$ cat config.mk
export PLATFORM = sky130hd
export DESIGN_NAME = clock_page_replacer
export DESIGN_NICKNAME = d
export VERILOG_FILES = /design/src/design/crp_pkg.sv /design/src/design/clock_page_replacer.sv /design/src/design/crp_frame_ram.sv /design/src/design/crp_sweep_ctrl.sv
export SDC_FILE = /design/constraint.sdc
export NUM_CORES = 1
export LEC_CHECK = 0
export BUFFER_PORTS_ARGS = -buffer_cell sky130_fd_sc_hd__buf_2
export CORE_MARGIN = 10
export CORE_UTILIZATION = 56
export CTS_CLUSTER_DIAMETER = 50
export DETAILED_ROUTE_END_ITERATION = 8
export PLACE_DENSITY = 0.78
export REMOVE_ABC_BUFFERS = 1
export SYNTH_ARGS = -nofsm -noshare
export SYNTH_HDL_FRONTEND = slang
export SYNTH_SLANG_ARGS = --single-unit
export TNS_END_PERCENT = 1
$ cat constraint.sdc
create_clock -name clk -period 3 [get_ports clk]
set_input_delay 0.45 -clock clk [delete_from_list [all_inputs] [get_ports clk]]
set_output_delay 0.45 -clock clk [all_outputs]
set_load 0.05 [all_outputs]
$ cat src/design/crp_pkg.sv
// ----------------------------------------------------------------------------
// crp_pkg
// Request codes and the result record shared by the clock replacer modules.
// ----------------------------------------------------------------------------
package crp_pkg;

    localparam logic [1:0] FUNC_VICTIM = 2'd0;
    localparam logic [1:0] FUNC_PIN    = 2'd1;
    localparam logic [1:0] FUNC_UNPIN  = 2'd2;

    localparam int FUNC_W   = 2;
    localparam int FRAME_W  = 7;
    localparam int VICTIM_W = 6;
    localparam int COUNT_W  = 7;

    // one memory word per frame
    typedef struct packed {
        logic evictable;
        logic referenced;
    } slot_t;

    // found travels on tuser, frame and count on tdata
    typedef struct packed {
        logic [COUNT_W-1:0]  evictable_count;
        logic [VICTIM_W-1:0] victim_frame;
        logic                found;
    } res_t;

endpackage

$ cat src/design/clock_page_replacer.sv
// ----------------------------------------------------------------------------
// clock_page_replacer
// Clock (second-chance) replacer over NUM_FRAMES frames.
// ----------------------------------------------------------------------------
// Requests arrive on s_tvalid/s_tready with the code on s_tuser and the frame
// on s_tdata, one beat each; every request gives exactly one result beat on
// m_tvalid/m_tready, found on m_tuser and frame and count on m_tdata.
// Per-frame evictable and reference bits live in a one-port-read,
// one-port-write RAM with a registered read; hand and evictable count sit
// in flops.
// Pin and unpin: RAM read, then modify and write back.
// Out-of-range frames and unknown codes: no RAM access.
// Victim: the sweep visits the frames from the hand up to and including
// the victim (up to NUM_FRAMES + 1), one frame per cycle set by
// the single RAM read port. Victim with nothing evictable: no RAM access.
// One request is in flight at a time; the next is taken once its result
// has moved into the output register.
// After reset the RAM is cleared frame by frame with s_tready low.
// A stalled m_tready holds the result beat steady and, once the output
// register is full, holds the next result inside the block.
// ----------------------------------------------------------------------------
module clock_page_replacer
    import crp_pkg::*;
#(
    parameter int NUM_FRAMES = 64
)
(
    input  logic        clk,
    input  logic        rst_n,
    input  logic        s_tvalid,
    output logic        s_tready,
    input  logic [7:0]  s_tdata,   // frame[6:0], zero[7]
    input  logic [1:0]  s_tuser,   // func[1:0]
    output logic        m_tvalid,
    input  logic        m_tready,
    output logic [15:0] m_tdata,   // victim_frame[5:0], evictable_count[12:6],
                                   // zero[15:13]
    output logic        m_tuser    // found[0]
);

    localparam int AW = (NUM_FRAMES > 2) ? $clog2(NUM_FRAMES) : 1;
    localparam int LW = $clog2(NUM_FRAMES + 1);

    logic          res_valid, res_ready;
    res_t          res;
    logic          wr_en;
    logic [AW-1:0] wr_addr, rd_addr;
    slot_t         wr_data, rd_data;
    logic          m_tvalid_reg;
    res_t          m_res_reg;

    assign res_ready = !m_tvalid_reg || m_tready;

    crp_sweep_ctrl #(
        .NUM_FRAMES (NUM_FRAMES),
        .AW         (AW),
        .LW         (LW)
    ) u_ctrl (
        .clk       (clk),
        .rst_n     (rst_n),
        .req_valid (s_tvalid),
        .req_ready (s_tready),
        .req_func  (s_tuser),
        .req_frame (s_tdata[FRAME_W-1:0]),
        .res_valid (res_valid),
        .res_ready (res_ready),
        .res       (res),
        .wr_en     (wr_en),
        .wr_addr   (wr_addr),
        .wr_data   (wr_data),
        .rd_addr   (rd_addr),
        .rd_data   (rd_data)
    );

    crp_frame_ram #(
        .DEPTH (NUM_FRAMES),
        .AW    (AW)
    ) u_ram (
        .clk     (clk),
        .wr_en   (wr_en),
        .wr_addr (wr_addr),
        .wr_data (wr_data),
        .rd_addr (rd_addr),
        .rd_data (rd_data)
    );

    always_ff @(posedge clk or negedge rst_n)
    begin
        if (!rst_n)
        begin
            m_tvalid_reg <= 1'b0;
        end
        else if (res_ready)
        begin
            m_tvalid_reg <= res_valid;
        end
    end

    always_ff @(posedge clk)
    begin
        if (res_ready && res_valid)
        begin
            m_res_reg <= res;
        end
    end

    assign m_tvalid = m_tvalid_reg;
    assign m_tdata  = {3'b000, m_res_reg.evictable_count, m_res_reg.victim_frame};
    assign m_tuser  = m_res_reg.found;

endmodule

$ cat src/design/crp_frame_ram.sv
// ----------------------------------------------------------------------------
// crp_frame_ram
// Frame state memory: one write port, one read port, registered read data.
// ----------------------------------------------------------------------------
module crp_frame_ram
    import crp_pkg::*;
#(
    parameter int DEPTH = 64,
    parameter int AW    = 6
)
(
    input  logic          clk,
    input  logic          wr_en,
    input  logic [AW-1:0] wr_addr,
    input  slot_t         wr_data,
    input  logic [AW-1:0] rd_addr,
    output slot_t         rd_data
);

    slot_t mem [DEPTH];
    slot_t rd_data_reg;

    always_ff @(posedge clk)
    begin
        if (wr_en)
        begin
            mem[wr_addr] <= wr_data;
        end
        rd_data_reg <= mem[rd_addr];
    end

    assign rd_data = rd_data_reg;

endmodule

$ cat src/design/crp_sweep_ctrl.sv
// ----------------------------------------------------------------------------
// crp_sweep_ctrl
// Request sequencer: clearing pass, pin/unpin read-modify-write and the
// one-frame-per-cycle victim sweep from the hand.
// ----------------------------------------------------------------------------
module crp_sweep_ctrl
    import crp_pkg::*;
#(
    parameter int NUM_FRAMES = 64,
    parameter int AW         = 6,
    parameter int LW         = 7
)
(
    input  logic               clk,
    input  logic               rst_n,
    input  logic               req_valid,
    output logic               req_ready,
    input  logic [FUNC_W-1:0]  req_func,
    input  logic [FRAME_W-1:0] req_frame,
    output logic               res_valid,
    input  logic               res_ready,
    output res_t               res,
    output logic               wr_en,
    output logic [AW-1:0]      wr_addr,
    output slot_t              wr_data,
    output logic [AW-1:0]      rd_addr,
    input  slot_t              rd_data
);

    typedef enum logic [2:0] {
        ST_CLEAR,
        ST_IDLE,
        ST_RMW,
        ST_SWEEP,
        ST_RESULT
    } state_t;

    localparam logic [AW-1:0] LAST = AW'(NUM_FRAMES - 1);

    state_t            state_reg, state_next;
    logic [AW-1:0]     hand_reg, hand_next;
    logic [AW-1:0]     ptr_reg, ptr_next;
    logic [LW-1:0]     live_reg, live_next;
    logic [FUNC_W-1:0] func_reg, func_next;
    res_t              res_reg, res_next;
    logic [AW-1:0]     ptr_inc;
    logic              in_range;

    assign ptr_inc  = (ptr_reg == LAST) ? '0 : ptr_reg + 1'b1;
    assign in_range = int'(req_frame) < NUM_FRAMES;
    assign req_ready = (state_reg == ST_IDLE);

    always_comb
    begin
        state_next = state_reg;
        hand_next  = hand_reg;
        ptr_next   = ptr_reg;
        live_next  = live_reg;
        func_next  = func_reg;
        res_next   = res_reg;
        rd_addr    = ptr_reg;
        wr_en      = 1'b0;
        wr_addr    = ptr_reg;
        wr_data    = '0;
        res_valid  = 1'b0;
        res        = res_reg;

        unique case (state_reg)
            ST_CLEAR:
            begin
                wr_en    = 1'b1;
                ptr_next = ptr_inc;
                if (ptr_reg == LAST)
                begin
                    state_next = ST_IDLE;
                end
            end
            ST_IDLE:
            begin
                if (req_valid)
                begin
                    func_next = req_func;
                    res_next  = '{evictable_count: COUNT_W'(live_reg),
                                  victim_frame: '0, found: 1'b0};
                    if ((req_func == FUNC_PIN || req_func == FUNC_UNPIN) && in_range)
                    begin
                        ptr_next   = AW'(req_frame);
                        rd_addr    = AW'(req_frame);
                        state_next = ST_RMW;
                    end
                    else if (req_func == FUNC_VICTIM && live_reg != '0)
                    begin
                        ptr_next   = hand_reg;
                        rd_addr    = hand_reg;
                        state_next = ST_SWEEP;
                    end
                    else
                    begin
                        state_next = ST_RESULT;
                    end
                end
            end
            ST_RMW:
            begin
                res_valid = 1'b1;
                if (func_reg == FUNC_PIN)
                begin
                    wr_data   = '0;
                    live_next = live_reg - LW'(rd_data.evictable);
                end
                else
                begin
                    wr_data   = '{evictable: 1'b1, referenced: 1'b1};
                    live_next = live_reg + LW'(!rd_data.evictable);
                    if (rd_data.evictable)
                    begin
                        wr_data = rd_data;
                    end
                end
                res = '{evictable_count: COUNT_W'(live_next),
                        victim_frame: '0, found: 1'b0};
                if (res_ready)
                begin
                    wr_en      = 1'b1;
                    state_next = ST_IDLE;
                end
                else
                begin
                    live_next = live_reg;
                end
            end
            ST_SWEEP:
            begin
                if (rd_data.evictable && !rd_data.referenced)
                begin
                    res_valid = 1'b1;
                    res = '{evictable_count: COUNT_W'(live_reg - 1'b1),
                            victim_frame: VICTIM_W'(ptr_reg), found: 1'b1};
                    if (res_ready)
                    begin
                        wr_en      = 1'b1;
                        wr_data    = '0;
                        live_next  = live_reg - 1'b1;
                        hand_next  = ptr_inc;
                        state_next = ST_IDLE;
                    end
                end
                else
                begin
                    // second chance: drop the reference bit and move on
                    wr_en    = rd_data.evictable;
                    wr_data  = '{evictable: 1'b1, referenced: 1'b0};
                    ptr_next = ptr_inc;
                    rd_addr  = ptr_inc;
                end
            end
            ST_RESULT:
            begin
                res_valid = 1'b1;
                if (res_ready)
                begin
                    state_next = ST_IDLE;
                end
            end
            default:
            begin
                state_next = ST_IDLE;
            end
        endcase
    end

    always_ff @(posedge clk or negedge rst_n)
    begin
        if (!rst_n)
        begin
            state_reg <= ST_CLEAR;
            hand_reg  <= '0;
            ptr_reg   <= '0;
            live_reg  <= '0;
            func_reg  <= '0;
            res_reg   <= '0;
        end
        else
        begin
            state_reg <= state_next;
            hand_reg  <= hand_next;
            ptr_reg   <= ptr_next;
            live_reg  <= live_next;
            func_reg  <= func_next;
            res_reg   <= res_next;
        end
    end

endmodule

==> key figures <==
Outcome
  • Outcome: finished with violations
  • Failing checks: setup timing

Drt
  • DR DRC count: 0
  • Wire per inst: 22.32 um
  • Routed vias: 7188
  • DR pass1 iterations: 7
  • Vias per cell: 6.412
  • DRT antenna net count: 0
  • Drt total wl: 25020 um
  • DRT iter0 DRCs: ~650

Cells and area
  • Most common cell after layout, fill and taps aside: edfxtp_1
  • Commonest cells after routing, fill and taps aside: 142 x edfxtp_1, 128 x buf_4, 98 x nor2_1, 79 x nand2_1, 46 x o21ai_0
  • N_diodes: 0
  • Largest register FFs: 128
  • Post-layout util: between 70 and 80%
  • Biggest register: u_ram.mem
  • Nets: approximately 950
  • Area grow syn2layout: 26.48%
  • Layout cells sized above 1: 30.87%

Die
  • Core region area: 15200 um^2
  • Top-level I/O count: 33
  • Core Rows: 45
  • Die area: 20900 um^2
  • Starting density of the core: 57.15%
  • Die X: 144.6 um
  • Die height: around 140 um

Pwr
  • P_leak: 0.004233 uW
  • Proportion of power drawn by flip-flops and latches: around a quarter
  • Pint: roughly 7400 uW
  • Clk pwr share: between 15 and 20%
  • Logic gate share of total power: 57.2%
  • PD cells: 1146 nW/um^2
  • Sw Ratio: 41.33%
  • Switching pwr: 5205 uW
  • Maximum vdd drop: 0.7003 mV

Timing
  • Least-Margin Pin Slew: 0.8035 ns
  • RSZ-0062 raised after global routing: yes
  • Slew Viols, Final: 0
  • Final WS setup: -0.1887 ns
  • Highest Clock Rate: 0.3136 GHz
  • # setup viols final: 2
  • Final Hold Vio Count: 0
  • Clk_skew: 0.007017 ns
  • Tcrit/Tclk final: 106.3%
  • Rel. slew slack: 45.75%
  • Setup TNS: -0.3727 ns
  • Min Tclk post-route: between 3 and 4 ns

Global routing
  • Antenna violations before repair: 0
  • Largest net degree at the start of global routing: 65
  • GRT overflow: 0
  • All-Layer GR Usage: 24.00%
  • Vias in the first global route: ~6900
  • Global-route wire length before repair: slightly below 40000 um

Logic synthesis
  • Synth cell types: 77
  • Cells after Synth: 769
  • Register area share after synthesis: between 50% and 60%
  • Synth Area per Inst: 11.30 um^2
  • Synthesized cell area: 8688 um^2
  • Ys flop type: edfxtp_1
  • Post-synthesis register bit count: 176
  • Post-synth EDFFs: 142
  • Ys Warns: 0
  • Synth async-reset ratio: roughly 18%

Worst setup path
  • Worst path top cell family by delay: simple AND/OR/NAND/NOR gates
  • Worst reg2reg setup slack: -0.19 ns
  • Worst Path Arrival: 3.50 ns
  • CP required: 3.31 ns
  • RR Endpoint: u_ram.rd_data[1]
  • Reg-to-reg startpoint: u_ctrl.live_reg[1]
  • Slowest cell on crit path: or3b_4
  • CP max FO: 7
  • CP Cell Sequence: inv_2, ha_4, or3b_4, o21a_4, buf_6, o21ai_4, and3_4, buf_4, nor2_1, buf_4, a211oi_2, a311oi_2, nor4_2, nor4_2
  • Nature of the critical path startpoint: flip-flop
  • Crit end category: flip-flop
  • Largest stage delay, worst path: 0.41 ns
  • Setup Crit Path Kind: flip-flop to flip-flop
  • CP bufs+invs: 4
  • Reg2Reg Depth: 14

CTS
  • CTS tree: yes
  • Clock transition at path regs: 0.07 ns
  • CTS Buf Count: 17
  • Clock H-tree levels: 4
  • # hold bufs at CTS: 0
  • Clk buf depth: 2
  • Clk Latency, worst-skew pair: 0.44 ns
  • Clock Root Buffer: clkbuf_16
  • CTS Sinks: 176

Placement
  • GPL Wtd Cong: about 0.98
  • I/O Buffers: 28
  • HPWL Detailed: roughly 17000 um
  • Placement Setup Slack: -0.3448 ns

Run
  • Max-Cap Viols: 0

Min path
  • Hold Path Class: input port to async pin
logic make-up (layout without fill, tap and decap cells):
logic type               count (synthesis)  count (layout)  share of synthesized area [%]
XOR/XNOR                                14              14                          1.411
AND/OR/NAND/NOR                        291             291                          15.47
other                                    1               3                        0.04316
AO/OA/AOI/OAI                          180             180                          14.79
flip-flops                             176             176                          58.76
buffers and inverters                   60             222                          3.615
multiplexers                            36              36                          4.248
adder cells (fa/ha/maj)                 11              11                          1.671
routing by layer:
metal,global-route usage [%],vias up,routed length (um)
met5,0,-,0
met4,8.404,0,784
met3,4.723,72,2263
met2,39.67,419,12210
met1,30.80,3517,9758
li1,-,3180,-
what timing repair did:
action | in CTS | in global routing
pin swaps | 10 | 21
cloned | 2 | 0
buffers inserted | 6 | 13
gates resized for setup | 20 | 73
setup endpoints to repair | 2 | 4
per-stage QoR:
stage	power, uW	hold slack, ns	cell area [um^2]	cells
6_report	12590	0.1018	10990	1121
5_1_grt	13180	0.1480	10990	1121
4_1_cts	11830	0.1156	10550	1109
3_5_place_dp	9318	0.4648	9817	1070
3_3_place_gp	9148	0.4550	9817	1070
2_1_floorplan	6811	0.1544	8442	727
area by class of cell:
class,instances,area [um^2]
Multi-Input combinational cell,535,3669
Clock inverter,13,112.6
Inverter,16,60.06
Fill cell,1016,4213
Tap cell,188,235.2
Timing Repair Buffer,175,1379
Clock buffer,18,429.2
Sequential cell,176,5105
worst max-delay path by stage:
stage	startpoint	end	slack, ns	cells after the start
after global placement	u_ctrl.live_reg[0]	u_ram.rd_data[0]	-0.33	12
after CTS	u_ctrl.live_reg[1]	u_ram.rd_data[0]	-0.20	15
after floorplan	u_ctrl.state_reg[0]	u_ram.rd_data[1]	-1.36	9
after global routing	u_ctrl.live_reg[1]	u_ram.rd_data[1]	-0.25	14
after detailed placement	u_ctrl.live_reg[1]	u_ram.rd_data[0]	-0.34	12
final	u_ctrl.live_reg[1]	u_ram.rd_data[1]	-0.19	14
cells in the mapped netlist (3+ instances only):
master,count,area [um^2]
edfxtp_1,142,4264
nor2_1,104,390.4
nand2_1,81,304.0
o21ai_0,46,230.2
dfrtp_1,32,800.8
nand3_1,32,160.2
mux2i_1,29,290.3
a21oi_1,23,115.1
clkbuf_1,21,78.83
and3_1,16,100.1
inv_1,16,60.06
a31oi_1,15,93.84
nand2b_1,12,75.07
nor3_1,12,60.06
o22ai_1,11,68.82
a22oi_1,10,75.07
ha_1,10,125.1
xnor2_1,10,87.58
buf_2,9,45.04
a211oi_1,8,60.06
nor2b_1,7,43.79
a21o_1,6,45.04
a2111oi_0,5,43.79
a221o_1,5,50.05
a22o_1,5,43.79
buf_4,5,37.54
mux2_2,5,56.30
a311oi_1,4,35.03
buf_1,4,15.01
nor4_1,4,25.02
o2111ai_1,4,35.03
o21bai_1,4,30.03
or3_1,4,25.02
xor2_1,4,35.03
a21boi_0,3,22.52
a221oi_1,3,26.28
nand3b_1,3,22.52
nand4_1,3,18.77
worst register-to-register path: stages, from the launching register on:
cell and delay [ns]:
dfrtp_1 0.40, inv_2 0.09, ha_4 0.13, or3b_4 0.41
o21a_4 0.24, buf_6 0.12, o21ai_4 0.28, and3_4 0.26
buf_4 0.13, nor2_1 0.10, buf_4 0.18, a211oi_2 0.22
a311oi_2 0.07, nor4_2 0.35, nor4_2 0.08
power by group through the flow:
stage | Clock, uW | Combinational (uW) | Sequential [uW]
after floorplan | 0 | 3160 | 3650
after global placement | 0 | 5820 | 3330
after detailed placement | 0 | 5970 | 3350
after CTS | 2080 | 6450 | 3300
after global routing | 2190 | 7650 | 3340
final | 2060 | 7210 | 3320
(Power assumes the default switching activity.)
